--- src/rtl/dawm_pkg.sv ---
`default_nettype none

package dawm_pkg;

  localparam int IN_W   = 11;
  localparam int MAG_W  = 7;
  localparam int WMAG_W = 10;
  localparam int SQ_W   = 14;
  localparam int DUTY_W = 9;
  localparam int SUM_W  = 10;

  localparam int CFG_IDX_W = 3;

  localparam logic [CFG_IDX_W-1:0] REG_MIXING_ON     = 3'd0;
  localparam logic [CFG_IDX_W-1:0] REG_BRAKING_ON    = 3'd1;
  localparam logic [CFG_IDX_W-1:0] REG_FULL_STEERING = 3'd2;
  localparam logic [CFG_IDX_W-1:0] REG_FLIP_LEFT     = 3'd3;
  localparam logic [CFG_IDX_W-1:0] REG_FLIP_RIGHT    = 3'd4;
  localparam logic [CFG_IDX_W-1:0] REG_FLIP_WEAPON   = 3'd5;
  localparam logic [CFG_IDX_W-1:0] REG_WEAPON_STYLE  = 3'd6;

  // 2^16 / 9 and 2^20 / 100, rounded up
  localparam logic [12:0] RECIP9   = 13'd7282;
  localparam logic [13:0] RECIP100 = 14'd10486;

  localparam logic [MAG_W-1:0]  DRIVE_LIM  = 7'd100;
  localparam logic [MAG_W-1:0]  DRIVE_DEAD = 7'd10;
  localparam logic [WMAG_W-1:0] WPN_DEAD   = 10'd20;
  localparam logic [WMAG_W-1:0] WPN_HARD   = 10'd70;
  localparam logic [WMAG_W-1:0] WPN_LIM    = 10'd200;
  localparam logic [7:0]        THR_BIG    = 8'd20;
  localparam logic signed [DUTY_W-1:0] WPN_FULL = 9'sd200;
  localparam logic signed [DUTY_W-1:0] WPN_BACK = -9'sd40;

  typedef struct packed {
    logic mixing_on;
    logic braking_on;
    logic full_steering;
    logic flip_left;
    logic flip_right;
    logic flip_weapon;
    logic weapon_style;
  } cfg_t;

  typedef struct packed {
    logic signed [IN_W-1:0] throttle_in;
    logic signed [IN_W-1:0] steering_in;
    logic signed [IN_W-1:0] weapon_in;
    logic                   upside_down;
  } in_t;

  typedef struct packed {
    logic              thr_neg;
    logic [MAG_W-1:0]  thr_mag;
    logic              str_neg;
    logic [MAG_W-1:0]  str_mag;
    logic              wpn_neg;
    logic [WMAG_W-1:0] wpn_mag;
    logic              upside_down;
  } scaled_t;

  typedef struct packed {
    scaled_t          sc;
    logic [SQ_W-1:0]  thr_sq;
    logic [SQ_W-1:0]  str_sq;
  } squared_t;

  typedef struct packed {
    logic signed [SUM_W-1:0]  left;
    logic signed [SUM_W-1:0]  right;
    logic signed [DUTY_W-1:0] weapon;
    logic                     upside_down;
  } mixed_t;

  typedef struct packed {
    logic signed [DUTY_W-1:0] left_duty;
    logic signed [DUTY_W-1:0] right_duty;
    logic signed [DUTY_W-1:0] weapon_duty;
    logic                     left_brake;
    logic                     right_brake;
  } out_t;

endpackage

`default_nettype wire

--- src/rtl/dawm_scale.sv ---
`default_nettype none

module dawm_scale (
  input  wire logic             clk,
  input  wire logic             rst,
  input  wire logic             en,
  input  wire logic             in_valid,
  input  wire dawm_pkg::in_t    in_data,
  output logic                  out_valid,
  output dawm_pkg::scaled_t     out_data
);
  import dawm_pkg::*;

  logic [IN_W-1:0]   thr_abs;
  logic [IN_W-1:0]   str_abs;
  logic [IN_W-1:0]   wpn_abs;
  logic [24:0]       thr_prod;
  logic [24:0]       str_prod;
  logic [25:0]       wpn_prod;
  scaled_t           out_data_next;

  function automatic logic [MAG_W-1:0] clamp_dead(input logic [8:0] q);
    logic [MAG_W-1:0] r;
    if (q > 9'(DRIVE_LIM)) begin
      r = DRIVE_LIM;
    end else if (q < 9'(DRIVE_DEAD)) begin
      r = '0;
    end else begin
      r = q[MAG_W-1:0];
    end
    return r;
  endfunction

  always_comb begin
    thr_abs = in_data.throttle_in[IN_W-1] ? IN_W'(-in_data.throttle_in) : in_data.throttle_in;
    str_abs = in_data.steering_in[IN_W-1] ? IN_W'(-in_data.steering_in) : in_data.steering_in;
    wpn_abs = in_data.weapon_in[IN_W-1] ? IN_W'(-in_data.weapon_in) : in_data.weapon_in;
    // x*10/45 = x*2/9, x*20/45 = x*4/9, on magnitudes so truncation is toward zero
    thr_prod = 25'({thr_abs, 1'b0}) * 25'(RECIP9);
    str_prod = 25'({str_abs, 1'b0}) * 25'(RECIP9);
    wpn_prod = 26'({wpn_abs, 2'b00}) * 26'(RECIP9);
    out_data_next.thr_neg     = in_data.throttle_in[IN_W-1];
    out_data_next.thr_mag     = clamp_dead(thr_prod[24:16]);
    out_data_next.str_neg     = in_data.steering_in[IN_W-1];
    out_data_next.str_mag     = clamp_dead(str_prod[24:16]);
    out_data_next.wpn_neg     = in_data.weapon_in[IN_W-1];
    out_data_next.wpn_mag     = wpn_prod[25:16];
    out_data_next.upside_down = in_data.upside_down;
  end

  always_ff @(posedge clk) begin
    if (rst) begin
      out_valid <= 1'b0;
    end else if (en) begin
      out_valid <= in_valid;
    end
  end

  always_ff @(posedge clk) begin
    if (en) begin
      out_data <= out_data_next;
    end
  end

endmodule

`default_nettype wire

--- src/rtl/dawm_square.sv ---
`default_nettype none

module dawm_square (
  input  wire logic               clk,
  input  wire logic               rst,
  input  wire logic               en,
  input  wire logic               in_valid,
  input  wire dawm_pkg::scaled_t  in_data,
  output logic                    out_valid,
  output dawm_pkg::squared_t      out_data
);
  import dawm_pkg::*;

  squared_t out_data_next;

  always_comb begin
    out_data_next.sc     = in_data;
    out_data_next.thr_sq = SQ_W'(in_data.thr_mag) * SQ_W'(in_data.thr_mag);
    out_data_next.str_sq = SQ_W'(in_data.str_mag) * SQ_W'(in_data.str_mag);
  end

  always_ff @(posedge clk) begin
    if (rst) begin
      out_valid <= 1'b0;
    end else if (en) begin
      out_valid <= in_valid;
    end
  end

  always_ff @(posedge clk) begin
    if (en) begin
      out_data <= out_data_next;
    end
  end

endmodule

`default_nettype wire

--- src/rtl/dawm_mix.sv ---
`default_nettype none

module dawm_mix (
  input  wire logic               clk,
  input  wire logic               rst,
  input  wire logic               en,
  input  wire dawm_pkg::cfg_t     cfg,
  input  wire logic               in_valid,
  input  wire dawm_pkg::squared_t in_data,
  output logic                    out_valid,
  output dawm_pkg::mixed_t        out_data
);
  import dawm_pkg::*;

  logic [27:0]             thr_prod;
  logic [27:0]             str_prod;
  logic [7:0]              thr_q;
  logic [7:0]              str_q;
  logic [7:0]              str_use;
  logic [7:0]              thr_proc;
  logic signed [SUM_W-1:0] thr_val;
  logic signed [SUM_W-1:0] str_val;
  logic [7:0]              wpn_clip;
  logic signed [DUTY_W-1:0] wpn_signed;
  mixed_t                  out_data_next;

  always_comb begin
    // squared / 100 by reciprocal
    thr_prod = 28'(in_data.thr_sq) * 28'(RECIP100);
    str_prod = 28'(in_data.str_sq) * 28'(RECIP100);
    thr_q    = thr_prod[27:20];
    str_q    = str_prod[27:20];
    str_use  = cfg.full_steering ? str_q : (str_q >> 1);

    if (cfg.mixing_on) begin
      thr_val  = in_data.sc.thr_neg ? -$signed({2'b00, thr_q}) : $signed({2'b00, thr_q});
      str_val  = in_data.sc.str_neg ? -$signed({2'b00, str_use}) : $signed({2'b00, str_use});
      thr_proc = thr_q;
      out_data_next.left  = thr_val + str_val;
      out_data_next.right = thr_val - str_val;
    end else begin
      thr_val  = in_data.sc.thr_neg ? -$signed({3'b000, in_data.sc.thr_mag})
                                    : $signed({3'b000, in_data.sc.thr_mag});
      str_val  = in_data.sc.str_neg ? -$signed({3'b000, in_data.sc.str_mag})
                                    : $signed({3'b000, in_data.sc.str_mag});
      thr_proc = {1'b0, in_data.sc.thr_mag};
      out_data_next.left  = str_val;
      out_data_next.right = thr_val;
    end

    // weapon shaping
    wpn_clip   = (in_data.sc.wpn_mag > WPN_LIM) ? WPN_LIM[7:0] : in_data.sc.wpn_mag[7:0];
    wpn_signed = in_data.sc.wpn_neg ? -$signed({1'b0, wpn_clip}) : $signed({1'b0, wpn_clip});
    if (cfg.weapon_style) begin
      if (in_data.sc.wpn_mag > WPN_HARD) begin
        out_data_next.weapon = in_data.sc.wpn_neg ? wpn_signed : WPN_FULL;
      end else if (thr_proc > THR_BIG) begin
        out_data_next.weapon = WPN_BACK;
      end else begin
        out_data_next.weapon = '0;
      end
    end else begin
      out_data_next.weapon = (in_data.sc.wpn_mag < WPN_DEAD) ? '0 : wpn_signed;
    end

    out_data_next.upside_down = in_data.sc.upside_down;
  end

  always_ff @(posedge clk) begin
    if (rst) begin
      out_valid <= 1'b0;
    end else if (en) begin
      out_valid <= in_valid;
    end
  end

  always_ff @(posedge clk) begin
    if (en) begin
      out_data <= out_data_next;
    end
  end

endmodule

`default_nettype wire

--- src/rtl/dawm_drive_out.sv ---
`default_nettype none

module dawm_drive_out (
  input  wire logic             clk,
  input  wire logic             rst,
  input  wire logic             en,
  input  wire dawm_pkg::cfg_t   cfg,
  input  wire logic             in_valid,
  input  wire dawm_pkg::mixed_t in_data,
  output logic                  out_valid,
  output dawm_pkg::out_t        out_data
);
  import dawm_pkg::*;

  logic signed [DUTY_W-1:0] left_c;
  logic signed [DUTY_W-1:0] right_c;
  logic signed [DUTY_W-1:0] left_pre;
  logic signed [DUTY_W-1:0] right_pre;
  logic signed [DUTY_W-1:0] left_fin;
  logic signed [DUTY_W-1:0] right_fin;
  out_t                     out_data_next;

  function automatic logic signed [DUTY_W-1:0] clamp_dbl(input logic signed [SUM_W-1:0] x);
    logic signed [SUM_W-1:0] c;
    if (x > $signed(SUM_W'(DRIVE_LIM))) begin
      c = $signed(SUM_W'(DRIVE_LIM));
    end else if (x < -$signed(SUM_W'(DRIVE_LIM))) begin
      c = -$signed(SUM_W'(DRIVE_LIM));
    end else begin
      c = x;
    end
    return $signed({c[DUTY_W-2:0], 1'b0});
  endfunction

  always_comb begin
    left_c    = clamp_dbl(in_data.left);
    right_c   = clamp_dbl(in_data.right);
    left_pre  = in_data.upside_down ? -right_c : left_c;
    right_pre = in_data.upside_down ? -left_c : right_c;
    left_fin  = cfg.flip_left ? -left_pre : left_pre;
    right_fin = cfg.flip_right ? -right_pre : right_pre;
    out_data_next.left_duty   = left_fin;
    out_data_next.right_duty  = right_fin;
    out_data_next.weapon_duty = cfg.flip_weapon ? -in_data.weapon : in_data.weapon;
    out_data_next.left_brake  = cfg.braking_on && (left_fin == '0);
    out_data_next.right_brake = cfg.braking_on && (right_fin == '0);
  end

  always_ff @(posedge clk) begin
    if (rst) begin
      out_valid <= 1'b0;
    end else if (en) begin
      out_valid <= in_valid;
    end
  end

  always_ff @(posedge clk) begin
    if (en) begin
      out_data <= out_data_next;
    end
  end

endmodule

`default_nettype wire

--- src/rtl/drive_and_weapon_mixer.sv ---
// Drive and weapon mixer: turns centred stick offsets into motor duties.
// Input stream (s_*): one word per stick sample; tdata holds throttle_in,
// steering_in and weapon_in, tuser holds the upside_down flag.
// Output stream (m_*): one word per sample with left, right and weapon
// duties in tdata and the two brake flags in tuser.
// Configuration: cfg_we writes bit 0 of cfg_data to the register chosen by
// cfg_index (0 mixing_on .. 6 weapon_style); other indexes are ignored.
// Write it only while no sample is in flight.
// From input handshake to output valid a sample passes four registers:
// scale by reciprocal multiply, square, divide by 100 and mix, then clamp and flip.
// One sample per cycle while not stalled; the four stages move together.
// When the receiver holds m_tready low with a word waiting, the whole
// pipeline holds and s_tready drops in the same cycle; nothing is lost.
// Reset clears all valid bits and loads the register defaults:
// mixing and braking on, left flip on, everything else off.
`default_nettype none

module drive_and_weapon_mixer (
  input  wire logic        clk,
  input  wire logic        rst,
  input  wire logic        s_tvalid,
  output logic             s_tready,
  // throttle_in[10:0], steering_in[21:11], weapon_in[32:22], zero pad
  input  wire logic [39:0] s_tdata,
  // upside_down
  input  wire logic [0:0]  s_tuser,
  output logic             m_tvalid,
  input  wire logic        m_tready,
  // left_duty[8:0], right_duty[17:9], weapon_duty[26:18], zero pad
  output logic [31:0]      m_tdata,
  // left_brake[0], right_brake[1]
  output logic [1:0]       m_tuser,
  input  wire logic        cfg_we,
  input  wire logic [dawm_pkg::CFG_IDX_W-1:0] cfg_index,
  input  wire logic        cfg_data
);
  import dawm_pkg::*;

  cfg_t     cfg;
  in_t      in_data;
  logic     en;
  logic     s1_valid;
  logic     s2_valid;
  logic     s3_valid;
  logic     s4_valid;
  scaled_t  s1_data;
  squared_t s2_data;
  mixed_t   s3_data;
  out_t     s4_data;

  always_ff @(posedge clk) begin
    if (rst) begin
      cfg.mixing_on     <= 1'b1;
      cfg.braking_on    <= 1'b1;
      cfg.full_steering <= 1'b0;
      cfg.flip_left     <= 1'b1;
      cfg.flip_right    <= 1'b0;
      cfg.flip_weapon   <= 1'b0;
      cfg.weapon_style  <= 1'b0;
    end else if (cfg_we) begin
      case (cfg_index)
        REG_MIXING_ON:     cfg.mixing_on     <= cfg_data;
        REG_BRAKING_ON:    cfg.braking_on    <= cfg_data;
        REG_FULL_STEERING: cfg.full_steering <= cfg_data;
        REG_FLIP_LEFT:     cfg.flip_left     <= cfg_data;
        REG_FLIP_RIGHT:    cfg.flip_right    <= cfg_data;
        REG_FLIP_WEAPON:   cfg.flip_weapon   <= cfg_data;
        REG_WEAPON_STYLE:  cfg.weapon_style  <= cfg_data;
        default: begin
        end
      endcase
    end
  end

  assign en       = !s4_valid || m_tready;
  assign s_tready = en;

  assign in_data.throttle_in = $signed(s_tdata[10:0]);
  assign in_data.steering_in = $signed(s_tdata[21:11]);
  assign in_data.weapon_in   = $signed(s_tdata[32:22]);
  assign in_data.upside_down = s_tuser[0];

  dawm_scale u_scale (
    .clk       (clk),
    .rst       (rst),
    .en        (en),
    .in_valid  (s_tvalid),
    .in_data   (in_data),
    .out_valid (s1_valid),
    .out_data  (s1_data)
  );

  dawm_square u_square (
    .clk       (clk),
    .rst       (rst),
    .en        (en),
    .in_valid  (s1_valid),
    .in_data   (s1_data),
    .out_valid (s2_valid),
    .out_data  (s2_data)
  );

  dawm_mix u_mix (
    .clk       (clk),
    .rst       (rst),
    .en        (en),
    .cfg       (cfg),
    .in_valid  (s2_valid),
    .in_data   (s2_data),
    .out_valid (s3_valid),
    .out_data  (s3_data)
  );

  dawm_drive_out u_drive_out (
    .clk       (clk),
    .rst       (rst),
    .en        (en),
    .cfg       (cfg),
    .in_valid  (s3_valid),
    .in_data   (s3_data),
    .out_valid (s4_valid),
    .out_data  (s4_data)
  );

  assign m_tvalid = s4_valid;
  assign m_tdata  = {5'b00000, s4_data.weapon_duty, s4_data.right_duty, s4_data.left_duty};
  assign m_tuser  = {s4_data.right_brake, s4_data.left_brake};

endmodule

`default_nettype wire
--- config.mk ---
export PLATFORM = sky130hd
export DESIGN_NAME = drive_and_weapon_mixer
export DESIGN_NICKNAME = d
export VERILOG_FILES = /design/src/rtl/dawm_pkg.sv /design/src/rtl/dawm_scale.sv /design/src/rtl/dawm_square.sv /design/src/rtl/dawm_mix.sv /design/src/rtl/dawm_drive_out.sv /design/src/rtl/drive_and_weapon_mixer.sv
export SDC_FILE = /design/constraint.sdc
export NUM_CORES = 1
export LEC_CHECK = 0
export CELL_PAD_IN_SITES_DETAIL_PLACEMENT = 0
export CELL_PAD_IN_SITES_GLOBAL_PLACEMENT = 2
export CORE_MARGIN = 1
export CORE_UTILIZATION = 39
export CTS_CLUSTER_SIZE = 40
export DETAILED_ROUTE_END_ITERATION = 12
export DONT_BUFFER_PORTS = 1
export GPL_TIMING_DRIVEN = 0
export PLACE_DENSITY_LB_ADDON = 0.1
export SYNTH_ARGS = -nofsm -noshare
export SYNTH_HDL_FRONTEND = slang
export SYNTH_SLANG_ARGS = --single-unit
--- constraint.sdc ---
create_clock -name clk -period 6.7 [get_ports clk]
set_input_delay 1.34 -clock clk [delete_from_list [all_inputs] [get_ports clk]]
set_output_delay 1.34 -clock clk [all_outputs]
set_load 0.005 [all_outputs]
### Yosys cells after proc, flatten, opt, wreduce, memory -nomap -nowiden

Cells that the tools add are included.
W data, S select, Z words.

| word-level totals | value |
|---|---|
| register bits | 154 |
| logic and storage cells | 122 |
| output and inout bits | 36 |

| cells by class | value |
|---|---|
| add/subtract/negate cells | 15 |
| reductions and logical operators | 16 |
| eq/ne operators | 6 |
| $lt $le $gt $ge | 12 |
| multipliers | 7 |
| mux-type cells | 28 |

Operator list:

| kind | count |
|---|---|
| $mux W9 | 11 |
| $mul A11 B12 Y23 const B | 3 |
| $mux W8 | 7 |
| $mul A14 B13 Y27 const B | 2 |
| $neg A9 Y9 | 5 |
| $mux W10 | 4 |
| $mux W11 | 3 |
| $neg A11 Y11 | 3 |
| $gt A10 B8 Y1 const B | 3 |
| $mul A7 B7 Y14 | 2 |
| $lt A10 B8 Y1 const B | 2 |
| $mux W20 | 1 |
| $neg A7 Y10 | 2 |
| $neg A8 Y10 | 2 |
| $gt A9 B7 Y1 const B | 2 |
| $logic_not A9 Y1 | 2 |
| $lt A9 B4 Y1 const B | 2 |
| $mux W7 | 2 |
| $reduce_and A2 Y1 | 7 |
| $add A10 B10 Y10 | 1 |
| $gt A10 B7 Y1 const B | 1 |
| $lt A10 B5 Y1 const B | 1 |
| $sub A10 B10 Y10 | 1 |
| $eq A3 B3 Y1 const B | 3 |
| other kinds (9) | 12 |

### Logic depth before layout (Yosys ltp)

Gate-level depths: netlist of run 1.

| depth | value |
|---|---|
| depth after elaboration | 9 |
| depth in mapped cells | 32 |
| gate-level depth less buffers | 32 |

### By module

From an unflattened synthesis of run 1, not the netlist that was laid out.

| unflattened totals | value |
|---|---|
| cells, all modules | 2622 |
| area, all modules | 25149.1 µm² |

By module, submodules not included:

| module | area an instance (µm²) | sequential area each (µm²) | instances | cells each |
|---|---|---|---|---|
| dawm_mix | 10058.4 | 920.9 | 1 | 1119 |
| dawm_scale | 8359.3 | 860.8 | 1 | 886 |
| dawm_square | 4066.4 | 1581.5 | 1 | 344 |
| dawm_drive_out | 2277.2 | 830.8 | 1 | 235 |
| drive_and_weapon_mixer | 387.9 | 140.1 | 1 | 38 |

### Least setup slack after synthesis of run 1

No wires, ideal clock.

| timing path | value |
|---|---|
| path type | register to register |
| from | register u_square.out_data[8] (netlist name) |
| to | register u_mix.out_data[29] (netlist name) (data pin) |
| setup time | 0.138 ns |
| stages on the path, launching flop included | 28 |
| data required time | 6.562 ns |
| arrival time | 7.158 ns |
| path buffers | 0 |
| slack | -0.595 ns |
| path through | edfxtp_1 -> ha_1 -> fa_1 -> fa_1 -> inv_1 -> fa_1 -> fa_1 -> inv_1 -> ha_1 -> a21o_1 -> a2111oi_4 -> a21oi_2 -> a221oi_2 -> mux2i_1 -> a211oi_2 -> or2b_1 -> nand2_1 -> nor3_1 -> or4_1 -> ha_1 -> inv_1 -> o21bai_1 -> a21oi_1 -> o21ai_0 -> a31o_2 -> a2111oi_0 -> mux2i_1 -> nand4_1 |

RTL lines:

| item | line | source |
|---|---|---|
| start, declared | dawm_square.sv:10 | `output dawm_pkg::squared_t out_data` |
| start signal, assigned | dawm_square.sv:32 | `out_data <= out_data_next;` |
| end signal, assigned | dawm_mix.sv:79 | `out_data <= out_data_next;` |
| end, declared | dawm_mix.sv:11 | `output dawm_pkg::mixed_t out_data` |

==> results of run 1 <==
-- area by class of cell --
type / instances / area share (%)
Tap cell: 773 / 3.49
Buffer: 44 / 0.764
Inverter: 476 / 6.50
Sequential cell: 148 / 15.7
Timing Repair Buffer: 120 / 3.54
Clock buffer: 18 / 1.63
Clock inverter: 14 / 0.551
Multi-Input combinational cell: 1759 / 67.9
-- logic make-up (layout without fill, tap and decap cells) --
logic type,after synthesis,after routing
fa+ha+maj,702,702
buf+inv,522,672
simple gates,484,484
compound gates,380,380
xor+xnor,162,162
flops,148,148
mux,24,24
other cells,1,7
-- per-layer routing --
layer  GRT usage, %  up-vias  share of wire, %
met1           22.1     7918                47
met2           31.6       92                51
met3           1.87       28               1.3
li1               -     8424                 -
met4           3.30        0              0.99
met5              0        -                 0
-- synthesized netlist by cell type, types with 6 or more instances --
cell type  count  area share (%)
or2_2          7            0.19
edfxtp_1     137              17
o31ai_1       19            0.61
buf_4          7            0.22
a21o_1        23            0.73
inv_1        475             7.6
clkbuf_1      37            0.59
nor4_1        11            0.29
o21bai_1      17            0.54
o311ai_0       6            0.22
nor3_1        40            0.85
xor2_1        38             1.4
mux2_2         9            0.43
or3_1         14            0.37
fa_1         240              20
nor2b_1       16            0.42
nand2_1      138             2.2
nor3b_1        6            0.19
a211oi_1       9            0.29
and3_1        11            0.29
nand2b_1      36            0.96
a21oi_1       92             2.0
nand3_1       24            0.51
o21a_1        19            0.61
dfxtp_1       11            0.93
nor2_1        98             1.6
mux2i_1       14            0.59
o211ai_1      15            0.48
o31a_1         6            0.22
xnor2_1      123             4.6
o41ai_1        7            0.26
a31oi_1       16            0.42
and2_1        47             1.2
o21ai_0       87             1.8
o21ai_1        6            0.13
ha_1         462              25
nand4_1       11            0.29
-- final timing paths --
kind                          from                    end  slack [ns]
max reg2reg  u_square.out_data[10]     u_mix.out_data[17]       -0.56
max          u_square.out_data[10]     u_mix.out_data[17]       -0.56
min reg2reg    u_scale.out_data[4]  u_square.out_data[32]        0.42
min            u_scale.out_data[4]  u_square.out_data[32]        0.42
-- metrics by stage --
stage | util [%] | worst slack, ns | TNS [ns] | cells | cell area [um^2]
floorplan | - | -0.101 | -0.334 | 2429 | 23900
global placement | 42.0 | -1.57 | -150.92 | 3202 | 24900
detailed placement | 42.1 | -1.29 | -22.13 | 3204 | 25000
CTS | 44.5 | -0.517 | -3.09 | 3291 | 26400
global route | 46.6 | -0.812 | -6.27 | 3352 | 27700
finish | 46.6 | -0.558 | -3.12 | 3352 | 27700
-- worst max-delay path: cells and delay by family (launching register included) --
kind            cells  cell delay, ns
buf+inv             7            0.79
fa+ha+maj           7            2.72
mux                 1            0.15
compound gates      7            1.63
simple gates        7            1.13
flops               1            0.44
xor+xnor            1            0.09
-- flip-flops by register name, indices dropped and copies added, names as in the netlist --
register,flops
u_square.out_data,52
u_mix.out_data,30
u_scale.out_data,28
u_drive_out.out_data,27
cfg,7
u_drive_out.out_valid,1
u_mix.out_valid,1
u_scale.out_valid,1
u_square.out_valid,1
-- timing repair --
item / 4_1_cts / 5_1_grt
setup buffers: 56 / 64
endpoints found under the setup margin: 36 / 39
gates resized for setup: 79 / 149
pin swaps: 50 / 112
==> metrics.cfg, run 1 <==
[die]
core.rowCount=89
start_util_pct=39.7
io_pins=86
die_area_um2=61400
core_um2=59400
die_h_um=248
die_w_um=248

[layout]
multi_input_area_um2=18800
fillers=5756
syn2layout_area_growth_pct=17.4
layout_common_cells=inv_1, ha_1, fa_1
fin_nets=3318
seq_area_um2=4330
layout_commonest_cell=inv_1
final_layout_size_suffix_gt1_share_pct=15.8
diodes=0

[critical_path]
critPathMaxStageDelay_ns=0.53
critPathMaxFanout=3
cp-end-kind=flip-flop
arrival_ns=7.42
cp_slowest_cell=fa_1
r2r.worst_path.cells=30
path_class=flip-flop to flip-flop
startpoint_type=flip-flop
required_ns=6.86

[sta]
relSlewSlack_pct=43.1
rsz0062_at_grt=true
fin_ws_ns=-0.558
finalSetupViolCount=10
finClkSkew_ns=0.0191
hold_viol_final=0
tightest_slew_ns=0.842
period_needed_ns=7.26
timing.hold.ws_ns=0.420
min_period_over_period_pct=108
fmax_mhz=138
drv_slew=0

[global_route]
grt_max_degree=67
grt-ovfl-total=0
grt_pass1_vias=17300
grt_antenna_before_repair=0
grt_pass1_wl_mm=85.5
grt_usage_pct=17.4

[placement]
place_congestion=0.810
portBuffers=0
dp_hpwl_mm=42.6

[yosys]
ys_seq_elements=148
synth_xor_area_share_pct=6.08
synthMuxAreaShare_pct=1.12
syn_area_per_cell_um2=9.73
synthesis.area_um2=23600
synth_flop_cell=edfxtp_1
synth_top_family_by_area=adder cells
synth-edff-count=137
synth_fa_ha_area_share_pct=44.9
yosys_warnings=0
async_reset_ff_share_pct=0
yosys.area_share.simple_pct=10.3
synth_cell_type_count=81
synthCells=2423
synth_compound_area_share_pct=10.8
yosysSeqAreaShare_pct=18.4

[route]
drc=0
drt-pass1-iter-count=5
via_per_inst=4.91
drt_iter0_markers=494
ant_nets=0
dr_total_vias=16500
wire_per_inst_um=15.2
wirelength_mm=51.0

[worst_hold_path]
min_path_type=flip-flop to flip-flop
holdPathStages=0

[clocking]
clkSinkCount=148
clk_latency_ns=0.47
hold_buffers=0
cts-root-buf=clkbuf_16
cts_buffer_depth=2
cts_tree=built
h-tree-depth=4
clkSlewWorstSetupHoldPaths_ns=0.06
cts_buffers=17

[run]
drv_cap=0

[run_status]
violations=negative setup slack
status=finished with violations

Power of run 1 is not shown: default switching activity piles up to over one toggle a cycle in this logic, so the estimate is an artifact.
==> inputs of run 2 (changes only) <==
Settings changed: CORE_UTILIZATION 39 to 44, SYNTH_HIERARCHICAL set to 1.
Clock period 6.7 ns to 8.3 ns, I/O delays scaled along.
==> run 2 against run 1 <==
  * The flow now finishes without violations
  * Maximum frequency decreased by 8.8%
  * Final cell count grew 2.3%
  * Clock-buffer cell count is the same
  * Critical endpoint is now u_mix/out_data[19]
==> metrics.cfg, run 2 <==
[die]
core_um2=56400  ; -5.0%
io_pins=86  ; unchanged
die_w_um=241  ; -2.7%
start_util_pct=44.6  ; +4.9 points
core.rowCount=87  ; -2.2%
die_h_um=241  ; -2.7%
die_area_um2=58100  ; -5.4%

[route]
wire_per_inst_um=15.1  ; -0.51%
ant_nets=0  ; unchanged
via_per_inst=5.09  ; +3.6%
drt_iter0_markers=753  ; +52%
drc=0  ; unchanged
drt-pass1-iter-count=5  ; unchanged
dr_total_vias=17400  ; +6.0%
wirelength_mm=51.9  ; +1.8%

[yosys]
ys_seq_elements=148  ; unchanged
yosys-top-cells-area=ha_1, fa_1, edfxtp_1
yosys-top-cells-count=inv_1, ha_1, fa_1
synth_flop_cell=edfxtp_1
async_reset_ff_share_pct=0  ; unchanged
synthCells=2622  ; +8.2%
yosys_warnings=6  ; +6
synth_cell_type_count=110  ; +36%
synth_top_area_share_pct=23.8  ; -0.74 points
syn_area_per_cell_um2=9.59  ; -1.4%
yosysSeqAreaShare_pct=17.2  ; -1.1 points
synth_most_common_cell=inv_1
synthesis.area_um2=25100  ; +6.7%
synth_area_leader_cell=ha_1
synth-edff-count=137  ; unchanged

[clocking]
clkSinkCount=148  ; unchanged
clkSlewWorstSetupHoldPaths_ns=0.07  ; about the same
cts_tree=built
clk_latency_ns=0.46  ; about the same
cts-root-buf=clkbuf_16
cts_buffer_depth=2  ; unchanged
h-tree-depth=4  ; unchanged
cts_buffers=17  ; unchanged

[sta]
tightest_slew_ns=1.16  ; +0.319 ns
min_period_over_period_pct=95.9  ; -12 points
relSlewSlack_pct=21.9  ; -21 points
hold_viol_final=0  ; unchanged
finalSetupViolCount=0  ; -10
fmax_mhz=126  ; -8.8%
drv_slew=0  ; unchanged
period_needed_ns=7.96  ; +0.700 ns
finClkSkew_ns=0.0120  ; -0.00708 ns
rsz0062_at_grt=true
fin_ws_ns=0.342  ; +0.900 ns
fin_setup_tns_ns=0  ; +3.12 ns

[layout]
layout_common_cells=inv_1, ha_1, fa_1
largest_reg_flops=52  ; unchanged
final_layout_size_suffix_gt1_share_pct=5.54  ; -10 points
top_regs=u_square/out_data x52, u_mix/out_data x30, u_scale/out_data x28
regMostFlops=u_square/out_data
fillers=5438  ; -5.5%
diodes=0  ; unchanged
syn2layout_area_growth_pct=7.03
fin_nets=3438  ; +3.6%
layout_commonest_cell=inv_1

[critical_path]
required_ns=8.46  ; +1.60 ns
path_class=flip-flop to flip-flop
crit_buf_inv=4  ; -3
cp_slowest_cell=fa_1
crit_top_cell=fa_1
critPathMaxFanout=7  ; +4
cp-end-kind=flip-flop
crit_cells=28  ; -6.7%
arrival_ns=8.12  ; +0.70 ns
path_delay_family=adder cells
critPathMaxStageDelay_ns=0.57  ; +0.04 ns
startpoint_type=flip-flop
r2r.worst_path.cells=28  ; -6.7%

[run]
drv_cap=0  ; unchanged

[global_route]
grt_pass1_vias=18000  ; +4.1%
grt-ovfl-total=0  ; unchanged
grt_usage_pct=18.9  ; +1.5 points
grt_max_degree=71  ; +6.0%
grt_pass1_wl_mm=88.0  ; +2.9%
grt_antenna_before_repair=0  ; unchanged

[worst_hold_path]
holdPathStages=0  ; unchanged
min_path_type=flip-flop to flip-flop

[placement]
pre_cts_slack_ns=-0.508  ; +0.786 ns
place_congestion=0.842  ; +4.0%
portBuffers=0  ; unchanged
dp_hpwl_mm=45.1  ; +5.9%

[run_status]
status=finished, final reports clean

run 2: cell count changes after synthesis, moves of 6 or more:
cell      before  now
nand2_1      138  144
o22ai_1        0    6
o21a_1        19    5
clkbuf_1      37   24
nand3_1       24   32
o211ai_1      15   21
fa_1         240  250
nor2_1        98  116
inv_1        475  554
and2_1        47   41
a211oi_1       9   16
a211o_1        3   10
ha_1         462  478
run 2: area by class of cell:
| type | instances | area (um^2) | area share, % |
|---|---|---|---|
| Clock buffer | 18 | 429 | 1.59 |
| Inverter | 556 | 2090 | 7.75 |
| Clock inverter | 14 | 143 | 0.530 |
| Buffer | 45 | 254 | 0.944 |
| Timing Repair Buffer | 13 | 138 | 0.511 |
| Multi-Input combinational cell | 1879 | 18600 | 69.1 |
| Tap cell | 756 | 946 | 3.51 |
| Sequential cell | 148 | 4330 | 16.1 |
run 2: worst paths after layout:
| kind | slack [ns] | to | start |
|---|---|---|---|
| worst max register to register | 0.34 | u_mix/out_data[19] | u_square/out_data[11] |
| worst max-delay path | 0.34 | u_mix/out_data[19] | u_square/out_data[11] |
| worst min-delay path | 0.42 | u_square/out_data[36] | u_scale/out_data[8] |
| worst min register to register | 0.42 | u_square/out_data[36] | u_scale/out_data[8] |
run 2: logic make-up (layout without fill, tap and decap cells):
kind of cell,after synthesis,after routing,share of synthesized area (%)
adders and majority gates,728,728,43.7
other,3,9,0.0448
muxes,23,23,0.935
and+or+nand+nor,537,537,11.1
buffers and inverters,601,646,9.31
DFF,148,148,17.2
AOI/OAI and AO/OA,420,420,12.0
xor gates and xnor gates,162,162,5.70
run 2: through the flow:
step | std cells | hold slack, ns | util [%] | area (um^2)
final | 3429 | 0.419 | 47.7 | 26900
after global routing | 3429 | 0.425 | 47.7 | 26900
after CTS | 3418 | 0.420 | 47.5 | 26800
after detailed placement | 3386 | 0.405 | 46.4 | 26200
after global placement | 3384 | 0.402 | 46.3 | 26100
after floorplan | 2628 | 0.400 | - | 25200
run 2: metal layers:
metal | vias to the layer above | global-route usage [%] | wire, um
li1 | 8891 | - | -
met1 | 8346 | 26.3 | 25800
met2 | 178 | 31.3 | 24300
met3 | 32 | 1.91 | 1210
met4 | 0 | 4.47 | 628
met5 | - | 0 | 0
run 2: repair_timing:
| item | CTS | global route |
|---|---|---|
| resized for setup | 3 | 11 |
| setup buffers | 0 | 11 |
| endpoints found under the setup margin | 4 | 14 |
| pin swaps | 0 | 1 |
| hold buffers | 0 | 0 |
Power of run 2 is left out for the same reason.
